[config.mk]
export PLATFORM = sky130hd
export DESIGN_NAME = dbc_mul
export DESIGN_NICKNAME = d
export VERILOG_FILES = /design/src/hdl/dbc_mul.sv
export SDC_FILE = /design/constraint.sdc
export NUM_CORES = 2
export LEC_CHECK = 0
export BUFFER_PORTS_ARGS = -buffer_cell sky130_fd_sc_hd__buf_2
export CORE_ASPECT_RATIO = 2
export CORE_UTILIZATION = 49
export DETAILED_ROUTE_END_ITERATION = 7
export PLACE_DENSITY = 0.68
export SLEW_MARGIN = 20
export SYNTH_ARGS = -nofsm -noshare
export SYNTH_HDL_FRONTEND = slang
export SYNTH_SLANG_ARGS = --single-unit
export TNS_END_PERCENT = 1
[constraint.sdc]
create_clock -name clk -period 8.1 [get_ports clk]
set_clock_uncertainty 0.2 [all_clocks]
set_input_delay 1.215 -clock clk [delete_from_list [all_inputs] [get_ports clk]]
set_output_delay 1.215 -clock clk [all_outputs]
set_load 0.02 [all_outputs]
[src/hdl/dbc_mul.sv]
module dbc_mul #(
	parameter int A_W = 33,
	parameter int B_W = 25
) (
	input  logic                       clk,
	input  logic signed [A_W-1:0]      a,
	input  logic signed [B_W-1:0]      b,
	output logic signed [A_W+B_W-1:0]  p_q
);

	// shared signed multiplier, product registered
	always_ff @(posedge clk) begin
		p_q <= a * b;
	end

endmodule

==> results.md <==
* Die Ht at 353 microns
* Regs by FF count: p_q: 58 flops
* Slowest CP cell: fa_1
* Drt drc at 0
* Top post-synthesis cells by count: fa_1 (842), inv_1 (785), nand2_1 (416), and2_1 (409), ha_1 (157)
* Setup Viol. Count Final at 0
* Largest area contributor in the netlist: fa_1
* Via count at 22,660
* # IOs at 117
* Hold Path Stages at 2
* Worst setup path startpoint: b[2]
* Overall Global Routing Usage at 0.305
* Worst setup path endpoint: p_q[55]$_DFF_P_
* Routed Antenna Nets at 0
* Avg WL per Cell at 21.6 microns
* Initial Utilization at 0.496
* Max reg flops at 58
* Initial antenna violation count at 3
* Max Transition Viols Final at 0
* HP Start: b[0]
* Data required, critical path at 8140 ps
* First-pass DRT Iterations at 7
* Clock Tree Root: clkbuf_16
* Syn Nets at 4,266
* Final Critical Period at 7870 ps
* Crit path top cell by count: fa_1
* Final RePlAce weighted congestion at 0.925
* Multi-input logic area at 25,400 sq um
* CTS Sinks at 58
* Maximum root-to-sink buffer count at 2
* Die W at 178 microns
* Max cap viols at 0
* Final period util at 0.972
* Final number of hold-violating endpoints at 0
* Max_slew headroom at 0.525
* Post-synth EDFFs at 0
* Average cell area after synthesis at 9.42 sq um
* Bufs and invs on worst path at 7
* RSZ-0062 raised after global routing: false
* Synth unique cells at 60
* Largest net degree at the start of global routing at 34
* Fraction of layout cells with a size suffix above 1 at 0.106
* Vias in the first global route at 25,931
* Dpl hpwl at 78,600 microns
* P&R area growth vs syn at 9.91%
* Core Area at 60,900 sq um
* Achievable Freq at 127 MHz
* H-tree depth at 3
* Tightest Pin Transition at 712 ps
* Critical path launch point type: primary input
* Cells after Synth at 3,208
* Total routed wirelength at 90,000 microns
* Yosys warns at 0
* End-of-flow core utilization at 0.545
* FILL cells at 5,537
* Register area share after synthesis at 0.0384
* Post-synth top area share at 0.558
* Worst Hold Class: in -> reg
* Ys async rst share at 0
* Crit-path max FO at 23
* Status: finished, final reports clean
* CP Capture Type: flip-flop
* Port buffer count at 116
* Die area at 62,700 sq um
* Top post-synthesis cells by area: fa_1 (56%), inv_1 (9.8%), and2_1 (8.5%)
* Mapped cell area at 30,200 sq um
* Cell count along the critical path at 21
* Crit path largest cell delay at 670 ps
* CP delay by family, top: adder cells
* Crit path DAT at 7910 ps
* Cell Chain, Critical Path: clkbuf_4, and2_1, fa_2, fa_1, clkinvlp_4, buf_4, fa_1, buf_12, fa_1, inv_1, fa_1, inv_1, fa_1, inv_1, fa_1, ha_1, and3_1, and3_1, a221oi_1, o21ai_0, a211oi_1
* Ys flop type: dfxtp_1
* Clock buffer count from CTS at 9
* WS Path Type: in -> reg
* Min Hold Slack at 1310 ps
* Yosys reg bits at 58
* Global-route wire length before repair at 140,000 microns
* Clock slew seen by the registers of the worst setup and hold paths at 60 ps
* Biggest register: p_q
* Reg area at 1160 sq um
* Most common cell in the netlist: fa_1
* Iter 0 DRT Violations at 1,147
* Layout Nets at 4,443
* Site row count at 128
* CTS tree: done
* Via density per instance at 5.43
* Grt ovf at 0
final cells by class:
type / instances / area share
Clock buffer: 11 / 0.00731
Clock inverter: 5 / 0.00188
Sequential cell: 58 / 0.0350
Timing Repair Buffer: 324 / 0.0707
Multi-Input combinational cell: 2206 / 0.767
Antenna cell: 2 / 0.000151
Inverter: 786 / 0.0890
Tap cell: 780 / 0.0294
metrics by stage:
stage               instances  area, sq um  setup slack, ps  setup TNS, ps
global placement         4149        32800            -55.7           -103
detailed placement       4149        32800             -111           -493
CTS                      4165        33100              215              0
global route             4171        33200             23.0              0
finish                   4172        33200              230              0
floorplan                3208        30200              290              0
cells in the final DEF (no fill, tap or decap), types with 11 or more instances in the layout:
cell | synthesis | layout
a21oi_1 | 51 | 51
nand4_1 | 15 | 15
inv_1 | 785 | 784
nand2b_1 | 11 | 11
a21o_1 | 34 | 34
nor2_1 | 57 | 57
and2_1 | 409 | 409
buf_12 | 0 | 15
nand3_1 | 16 | 16
o21ai_0 | 28 | 28
nand2_1 | 416 | 416
ha_1 | 157 | 157
fa_1 | 842 | 841
dfxtp_1 | 58 | 58
xor2_1 | 15 | 15
xnor2_1 | 44 | 44
buf_4 | 1 | 193
o21bai_1 | 15 | 15
buf_2 | 3 | 109
worst min-delay path by stage:
| stage | end | slack [ps] |
|---|---|---|
| floorplan | p_q[0]$_DFF_P_ | 1140 |
| global placement | p_q[27] | 1430 |
| detailed placement | p_q[27] | 1430 |
| CTS | p_q[0]$_DFF_P_ | 1270 |
| global route | p_q[0]$_DFF_P_ | 1300 |
| finish | p_q[0]$_DFF_P_ | 1310 |
layer usage:
metal  share of wire  track usage  up-vias
met1            0.27        0.265    11758
met5         0.00014            0        -
li1                -            -     9564
met4            0.13        0.307        2
met2            0.56        0.573      886
met3           0.041       0.0353      450
kinds of logic (layout without fill, tap and decap cells):
| kind of cell | Yosys count | in the layout | share of synthesized area |
|---|---|---|---|
| buf+inv | 944 | 1126 | 0.119 |
| other cells | 0 | 2 | 0 |
| simple gates | 954 | 954 | 0.158 |
| xor+xnor | 59 | 59 | 0.0171 |
| compound gates | 194 | 194 | 0.0442 |
| flops | 58 | 58 | 0.0384 |
| fa+ha+maj | 999 | 999 | 0.623 |
repair_timing:
| item | in CTS | in global routing |
|---|---|---|
| hold buffers | 0 | 0 |
| buffers inserted | 0 | 5 |
| endpoints found under the setup margin | 0 | 9 |
| resized for setup | 0 | 10 |
Power is not shown: default switching activity piles up to over one toggle a cycle in this logic, so the estimate is an artifact.
